### config.mk
export PLATFORM = sky130hd
export DESIGN_NAME = swm_cell
export DESIGN_NICKNAME = d
export VERILOG_FILES = /design/src/rtl/swm_pkg.sv /design/src/rtl/swm_cell.sv
export SDC_FILE = /design/constraint.sdc
export NUM_CORES = 1
export LEC_CHECK = 0
export ABC_CLOCK_PERIOD_IN_PS = 3400
export BUFFER_PORTS_ARGS = -buffer_cell sky130_fd_sc_hd__buf_2
export CORE_MARGIN = 2
export CORE_UTILIZATION = 50
export DETAILED_ROUTE_END_ITERATION = 12
export GPL_ROUTABILITY_DRIVEN = 0
export HOLD_SLACK_MARGIN = 0.1
export PLACE_DENSITY_LB_ADDON = 0.3
export SLEW_MARGIN = 20
export SYNTH_ARGS = -nofsm -noshare
export SYNTH_HDL_FRONTEND = slang
export SYNTH_SLANG_ARGS = --single-unit
### constraint.sdc
create_clock -name clk_i -period 3.4 [get_ports clk_i]
set_input_delay 0.68 -clock clk_i [delete_from_list [all_inputs] [get_ports clk_i]]
set_output_delay 0.68 -clock clk_i [all_outputs]
set_load 0.1 [all_outputs]
### src/rtl/swm_pkg.sv
// ----------------------------------------------------------------------------
// swm_pkg
// Shared types and constants for the sliding window maximum block.
// ----------------------------------------------------------------------------
package swm_pkg;

  localparam int unsigned SampleW       = 32;
  localparam int unsigned CfgW          = 7;
  localparam int unsigned WindowMaxDflt = 64;

  typedef logic signed [SampleW-1:0] sample_t;
  typedef logic        [CfgW-1:0]    cfg_t;

endpackage

### src/rtl/swm_cell.sv
// ----------------------------------------------------------------------------
// swm_cell
// One cell of the running-maximum chain: holds the maximum of the newest
// samples over its depth and hands it to the next cell.
// ----------------------------------------------------------------------------
module swm_cell
  import swm_pkg::*;
(
  input  logic    clk_i,
  input  logic    en_i,
  input  logic    started_i,
  input  sample_t sample_i,
  input  sample_t prev_i,
  output sample_t max_o
);

  sample_t max_q;
  sample_t max_d;

  // A fresh array ignores whatever the neighbor still holds.
  always_comb begin
    max_d = sample_i;
    if (started_i && (prev_i > sample_i)) begin
      max_d = prev_i;
    end
  end

  always_ff @(posedge clk_i) begin
    if (en_i) begin
      max_q <= max_d;
    end
  end

  assign max_o = max_q;

endmodule

# --- Yosys cells after proc, flatten, opt, wreduce, memory -nomap -nowiden ---
# Index checks and enable logic that the tools add are counted.
op_classes:
  order_cmp: 1
  mux: 1
  n_reduce_logical: 1
ops:
  columns: ["operator", "n"]
  rows:
  - ["32-bit greater-than comparator", 1]
  - ["32-bit two-way mux", 1]
  - ["1-bit logical AND", 1]
word_totals:
  reg_bits: 32
  inputBits: 67
  out_inout_bits: 32
  word_cells: 4

# --- Depth between registers and ports, before layout ---
# Gate-level depths: netlist of the first run.
depth:
  depth_word: 3
  mapped_depth: 10
  ltp_nobuf: 8

# --- Least setup slack after synthesis of the first run ---
# OpenSTA, ideal clock, no wires.
synth_timing:
  kind: "input to register"
  startpoint: "input sample_i[31]"
  endpoint: "register max_q[30], in the netlist max_o[30] (data pin)"
  setup_ns: 0.268
  arrival_ns: 2.538
  t_required_ns: 3.132
  setup_slack_ns: 0.594
  stages: 9
  n_path_buf: 1
  cell_sequence: "inv_1 > ha_1 > nand4_2 > or4_4 > o21a_4 > buf_6 > and3_1 > a22oi_1 > nand4_1"
synth_via:
  elab_chain_cells: 3
synth_lines:
  columns: ["item", "line", "rtl"]
  rows:
  - ["start: declaration", "swm_cell.sv:12", "input sample_t sample_i,"]
  - ["32-bit greater-than comparator", "swm_cell.sv:23", "if (started_i && (prev_i > sample_i)) begin"]
  - ["1-bit logical AND", "swm_cell.sv:23", null]
  - ["32-bit two-way mux", "swm_cell.sv:23", null]
  - ["via max_d[30]", "swm_cell.sv:18", "sample_t max_d;"]
  - ["end signal: assignment", "swm_cell.sv:30", "max_q <= max_d;"]
  - ["end: declaration", "swm_cell.sv:17", "sample_t max_q;"]
# The timed path passes the listed nets, and every way through them passes these cells.
# A chain may end at the register's enable or synchronous reset.

# --- Worst setup path after layout of the first run ---
layout_timing:
  startpoint: "input sample_i[27]"
  endpoint: "register max_q[5], in the netlist max_o[5] (data pin)"
# Same word-level chain as after synthesis.

==> results of run 1 <==
per-layer routing:
layer  up-vias  global-route usage [%]  part of all wire, %
met1      1766                    33.9                   43
met3        15                    4.90                  7.6
met2       176                    40.9                   48
met4         0                    7.55                  1.2
li1       1841                       -                    -
met5         -                       0                    0
through the flow:
| step | hold WS, ns | instance area (sq um) | utilization, % |
|---|---|---|---|
| final | 0.710 | 4140 | 60.9 |
| after CTS | 0.707 | 4140 | 60.9 |
| after floorplan | 0.792 | 3490 | - |
| after global placement | 1.01 | 4060 | 59.7 |
| after detailed placement | 1.01 | 4060 | 59.7 |
| after global routing | 0.710 | 4140 | 60.9 |
power groups by stage:
| stage | clock network (uW) | registers, uW | logic (uW) |
|---|---|---|---|
| global route | 319 | 519 | 903 |
| finish | 300 | 514 | 846 |
| global placement | 0 | 523 | 822 |
| detailed placement | 0 | 522 | 840 |
| CTS | 305 | 514 | 843 |
| floorplan | 0 | 902 | 287 |
worst min path at each step:
| stage | endpoint | slack [ns] | cells after the start | from |
|---|---|---|---|---|
| after CTS | max_o[16]$_DFFE_PP_ | 0.71 | 3 | sample_i[16] |
| after floorplan | max_o[0]$_DFFE_PP_ | 0.79 | 0 | en_i |
| after global placement | max_o[28]$_DFFE_PP_ | 1.01 | 3 | sample_i[28] |
| after detailed placement | max_o[4]$_DFFE_PP_ | 1.01 | 3 | sample_i[4] |
| final | max_o[16]$_DFFE_PP_ | 0.71 | 3 | sample_i[16] |
| after global routing | max_o[17]$_DFFE_PP_ | 0.71 | 3 | sample_i[17] |
synth_stat cells:
cell      instances  area [sq um]
o31ai_1           1          7.51
edfxtp_1         32           961
buf_6             3          33.8
nand4_1          68           425
o21ai_0           8          40.0
nor4_1            1          6.26
a32oi_1           1          8.76
nand2_1          39           146
a21boi_0          1          7.51
buf_2             3          15.0
a21oi_1          14          70.1
o21ai_1          29           145
inv_1            33           124
and2_1            2          12.5
o211ai_1          1          7.51
o21ai_4           1          16.3
nor2b_1           2          12.5
nor3b_1          31           233
and4_1            4          35.0
buf_4             3          22.5
ha_1             32           400
nor3_1            1          5.00
a221oi_1          1          8.76
a311o_1           1          10.0
or4_4             1          11.3
clkbuf_1         30           113
nand4_2           1          12.5
a22oi_1          32           240
nand3_1           3          15.0
and3_1           32           200
o21a_4            1          15.0
o31a_1            1          8.76
nor2_1           33           124
logic make-up after synthesis:
| kind of cell | after synthesis | share of synthesized area (%) |
|---|---|---|
| AOI/OAI and AO/OA | 92 | 16.8 |
| adders and majority gates | 32 | 11.5 |
| buffers and inverters | 72 | 8.81 |
| DFF | 32 | 27.5 |
| and+or+nand+nor | 218 | 35.5 |
tightest hold or removal path: stages:
cell	delay, ns
buf_2	0.10
nand2_1	0.05
nand4_1	0.07
layout make-up:
cell class / instances / area [sq um] / area share (%)
clock inverter: 1 / 3.75 / 0.0908
clock buffer: 7 / 76.3 / 1.85
sequential: 32 / 961 / 23.2
timing repair buffer: 109 / 598 / 14.5
inverter: 33 / 124 / 3.00
tap: 96 / 120 / 2.90
multi-input combinational: 342 / 2250 / 54.5
==> metrics.md, run 1 <==
| Metric | Value |
|---|---|
| Outcome | complete, no violations |
| WP depth | 10 |
| Die height | 87.6 microns |
| Crit path capture | max_o[5]$_DFFE_PP_ |
| Grt ovf | 0 |
| Setup Fix Bufs, Post-CTS | 0 |
| N_diodes | 0 |
| CTS tree | built |
| CP Data Arrival Time | 2.95 ns |
| Slew of the pin with the lowest slew margin | 1.09 ns |
| Peak supply drop | 0.200 mV |
| Placed cell count | 612 |
| Post-cts resize count | 0 |
| Kind of critical path | input pin to flop |
| # H-tree levels | 2 |
| Final wirelength | 9820 microns |
| Clock transition at path regs | 0.08 ns |
| Commonest non-fill, non-tap cell in the layout | buf_2 |
| # setup viols final | 0 |
| Worst path max stage delay | 0.60 ns |
| First-pass GRT wire length | 15600 microns |
| Yosys warns | 0 |
| DR vias | 3798 |
| DIE WIDTH | 87.6 microns |
| Tcrit/Tclk final | 86.2% |
| # fillers | 618 |
| Final Hold Violating Endpoints | 0 |
| Fmax | 341 MHz |
| Synthesized net count | 545 |
| Sw power | 818 uW |
| Commonest cells after routing, fill and taps aside | buf_2, nand4_1, nand2_1 |
| Core box area | 6790 sq um |
| Initial antenna violation count | 0 |
| Relative slew slack | 27.6% |
| Worst endpoint required time | 3.42 ns |
| Setup crit start kind | input pin |
| Wirelength per Cell | 15.8 microns |
| Root Driver | clkbuf_8 |
| Starting Density | 51.4% |
| CTS Hold Bufs | 0 |
| Bufs on Longest Clock Path | 2 |
| Crit-path leading delay family | simple AND/OR/NAND/NOR gates |
| Clock sink count | 32 |
| Worst-path fanout max | 27 |
| Count of input and output buffers | 98 |
| PnR worst setup slack | 0.469 ns |
| Initial DRT Pass Iterations | 6 |
| Crit path from | sample_i[27] |
| Final critical-path required period | 2.93 ns |
| Die Area | 7670 sq um |
| Switching Share | 49.3% |
| Buffers and inverters on the worst path | 3 |
| Post-layout nets | 622 |
| DRC viols | 0 |
| Register area share after synthesis | 27.5% |
| DP HPWL | 6620 microns |
| Seq pwr share | 31.0% |
| Tot Pwr | 1660 uW |
| DRT iter0 DRCs | 340 |
| HP Class | input pin to flop |
| Int Power | 841 uW |
| Total global routing track utilization | 25.1% |
| Max FFs per register | 32 |
| Pleak | 0.00186 uW |
| Post-DRT Antenna Nets | 0 |
| Non-Filler Instances | 620 |
| Via density per instance | 6.13 |
| Comb power frac | 51.0% |
| Critical path cell sequence | buf_2 > inv_1 > ha_1 > nand4_1 > or4_4 > o21ai_4 > buf_4 > nor3b_1 > a22oi_1 > nand4_1 |
| Row count | 30 |
| Syn Area/Cell | 7.83 sq um |
| # IOs | 99 |
| Layout cells sized above 1 | 23.1% |
| Fin Setup TNS | 0 ns |
| Layout area overhead | 18.4% |
| TritonCTS Buffers | 5 |
| #FFs+latches synth | 32 |
| RSZ-0062 raised after global routing | false |
| PD cells | 401 nW/um^2 |
| Max-cap violations | 0 |
| Post-Syn Area | 3490 sq um |
| Placement Setup Slack | 0.223 ns |
| Fin. max-slew vios | 0 |
| Synth cell types | 33 |
| Largest net degree at the start of global routing | 129 |
| Vias in the first global route | 3442 |
| CP Capture Type | flop |
| Clock share of power | 18.1% |
| Slowest CP cell | or4_4 |
| Cell count after synthesis | 446 |
| Crit path top cell by count | nand4_1 |
(Power assumes the default switching activity.)
==> run 2, diff against run 1 <==
--- a/config.mk
+++ b/config.mk
@@ -5,10 +5,10 @@
 export SDC_FILE = /design/constraint.sdc
 export NUM_CORES = 1
 export LEC_CHECK = 0
-export ABC_CLOCK_PERIOD_IN_PS = 3400
+export ABC_CLOCK_PERIOD_IN_PS = 2500
 export BUFFER_PORTS_ARGS = -buffer_cell sky130_fd_sc_hd__buf_2
 export CORE_MARGIN = 2
-export CORE_UTILIZATION = 50
+export CORE_UTILIZATION = 48
 export DETAILED_ROUTE_END_ITERATION = 12
 export GPL_ROUTABILITY_DRIVEN = 0
 export HOLD_SLACK_MARGIN = 0.1
==> constraint.sdc (replaced) <==
create_clock -name clk_i -period 2.5 [get_ports clk_i]
set_input_delay 0.5 -clock clk_i [delete_from_list [all_inputs] [get_ports clk_i]]
set_output_delay 0.5 -clock clk_i [all_outputs]
set_load 0.1 [all_outputs]
==> run 2 against run 1 <==
Against the previous run: the run now ends with negative setup slack left; sequential share of layout area fell by 4.2 points; largest power group unchanged; critical path depth increased by 1; wire length is 17% higher; final area increased by 22%; setup slack got worse by 0.54 ns; combinational power rose by 58%; via count rose by 9.6%; clock power grew 31%; critical path type unchanged; global-route usage is 0.30 points higher.
==> metrics.md, run 2 (same netlist as run 1, synthesis figures left out) <==
| Metric | Value |
|---|---|
| # H-tree levels | 2 (unchanged) |
| Commonest non-fill, non-tap cell in the layout | buf_2 |
| Worst-path fanout max | 7 (-74%) |
| Initial antenna violation count | 1 (+1) |
| Max FFs per register | 32 (unchanged) |
| Layout cells sized above 1 | 37.4% (+14 points) |
| Peak supply drop | 0.307 mV (+54%) |
| Root Driver | clkbuf_8 |
| Clock sink count | 32 (unchanged) |
| Commonest cells after routing, fill and taps aside | buf_2, nand4_1, buf_4 |
| Int Power | 1280 uW (+52%) |
| Fmax | 389 MHz |
| First-pass GRT wire length | 16200 microns (+3.7%) |
| CTS tree | built |
| Switching Share | 47.6% (-1.7 points) |
| Grt ovf | 0 (unchanged) |
| Bufs on Longest Clock Path | 2 (unchanged) |
| Vias in the first global route | 3662 (+6.4%) |
| Relative slew slack | 46.3% (+19 points) |
| PnR worst setup slack | -0.0686 ns (-0.537 ns) |
| Die height | 89.3 microns (+2.0%) |
| DRC viols | 0 (unchanged) |
| DP HPWL | 7130 microns (+7.7%) |
| Post-layout nets | 683 (+9.8%) |
| # IOs | 99 (unchanged) |
| Tcrit/Tclk final | 103% |
| Post-layout util | 70.7% (+9.8 points) |
| CP Data Arrival Time | 2.58 ns (-0.37 ns) |
| Row count | 31 (+3.3%) |
| N_diodes | 0 (unchanged) |
| Clock share of power | 16.1% (-2.0 points) |
| # fillers | 562 (-9.1%) |
| Slew of the pin with the lowest slew margin | 0.806 ns (-0.280 ns) |
| Core box area | 7140 sq um (+5.0%) |
| CP Capture Type | flop |
| Layout area overhead | 44.4% |
| Placement Setup Slack | -0.319 ns (-0.542 ns) |
| Fin. max-slew vios | 0 (unchanged) |
| Post-DRT Antenna Nets | 0 (unchanged) |
| PD cells | 483 nW/um^2 (+20%) |
| Die Area | 7980 sq um (+4.0%) |
| Largest net degree at the start of global routing | 75 (-42%) |
| Pleak | 0.00224 uW (+20%) |
| DIE WIDTH | 89.3 microns (+2.0%) |
| TritonCTS Buffers | 5 (unchanged) |
| Failing checks | negative setup slack |
| Setup crit start kind | input pin |
| Starting Density | 48.9% (-2.5 points) |
| Initial DRT Pass Iterations | 5 (-1) |
| Max-cap violations | 0 (unchanged) |
| DRT iter0 DRCs | 374 (+10%) |
| Total global routing track utilization | 25.4% (+0.30 points) |
| Clock transition at path regs | 0.07 ns (about the same) |
| Final critical-path required period | 2.57 ns |
| RSZ-0062 raised after global routing | true |
| Final Hold Violating Endpoints | 0 (unchanged) |
| Comb power frac | 55.2% (+4.2 points) |
| HP Class | input pin to flop |
| # setup viols final | 15 (+15) |
| Via density per instance | 6.08 (-0.67%) |
| Kind of critical path | input pin to flop |
| Worst endpoint required time | 2.51 ns (-0.91 ns) |
| DR vias | 4162 (+9.6%) |
| Sw power | 1160 uW (+42%) |
| Outcome | complete, but fails checks |
| Seq pwr share | 28.7% (-2.3 points) |
| Final wirelength | 11500 microns (+17%) |
| Wirelength per Cell | 16.8 microns (+6.1%) |
| Count of input and output buffers | 98 (unchanged) |
-- run 2: power by group through the flow --
stage          logic (uW)  registers, uW  clock network [uW]
2_1_floorplan         398           1230                   0
3_3_place_gp         1220            711                   0
3_5_place_dp         1240            712                   0
4_1_cts              1250            701                 404
5_1_grt              1430            708                 411
6_report             1340            700                 392
-- run 2: path summary, 6_finish.rpt --
check / from / end / slack (ns) / cells after the start
setup / recovery: sample_i[29] / max_o[31]$_DFFE_PP_ / -0.07 / 11
hold / removal: sample_i[6] / max_o[6]$_DFFE_PP_ / 0.54 / 3
-- run 2: layout make-up --
cell class | instances | area, sq um | area share, %
timing repair buffer | 169 | 1270 | 25.1
sequential | 32 | 961 | 19.0
tap | 99 | 124 | 2.45
inverter | 33 | 129 | 2.55
clock buffer | 7 | 76.3 | 1.51
multi-input combinational | 343 | 2480 | 49.2
clock inverter | 1 | 3.75 | 0.0744
-- run 2: routing by layer --
layer / global-route usage, % / vias up / wire (microns)
li1: - / 1976 / -
met1: 33.0 / 1942 / 4580
met2: 42.8 / 221 / 5700
met3: 3.79 / 23 / 985
met4: 9.63 / 0 / 216
met5: 0 / - / 0
-- run 2: worst max-delay path, stage by stage --
cell     delay (ns)
buf_2          0.12
inv_2          0.06
ha_4           0.28
nand4_4        0.10
or4_4          0.59
o21ai_4        0.20
buf_12         0.16
buf_12         0.13
nor3b_1        0.06
a22oi_1        0.25
nand4_1        0.13
-- run 2: stage by stage --
stage          power [uW]  instance area (sq um)  hold slack (ns)  instances  setup TNS [ns]
2_1_floorplan        1620                   3560            0.612        446               0
4_1_cts              2350                   4630            0.526        673         -0.0364
3_3_place_gp         1930                   4550            0.824        665           -7.13
5_1_grt              2550                   5050            0.552        684           -1.89
3_5_place_dp         1960                   4550            0.819        665           -8.66
6_report             2440                   5050            0.541        684          -0.359
-- run 2: what timing repair did --
| item | in CTS | in global routing |
|---|---|---|
| pin swaps | 3 | 50 |
| cloned | 0 | 6 |
| setup buffers | 0 | 5 |
| resized for setup | 0 | 47 |
| hold buffers | 0 | 0 |
| endpoints found under the setup margin | 5 | 32 |
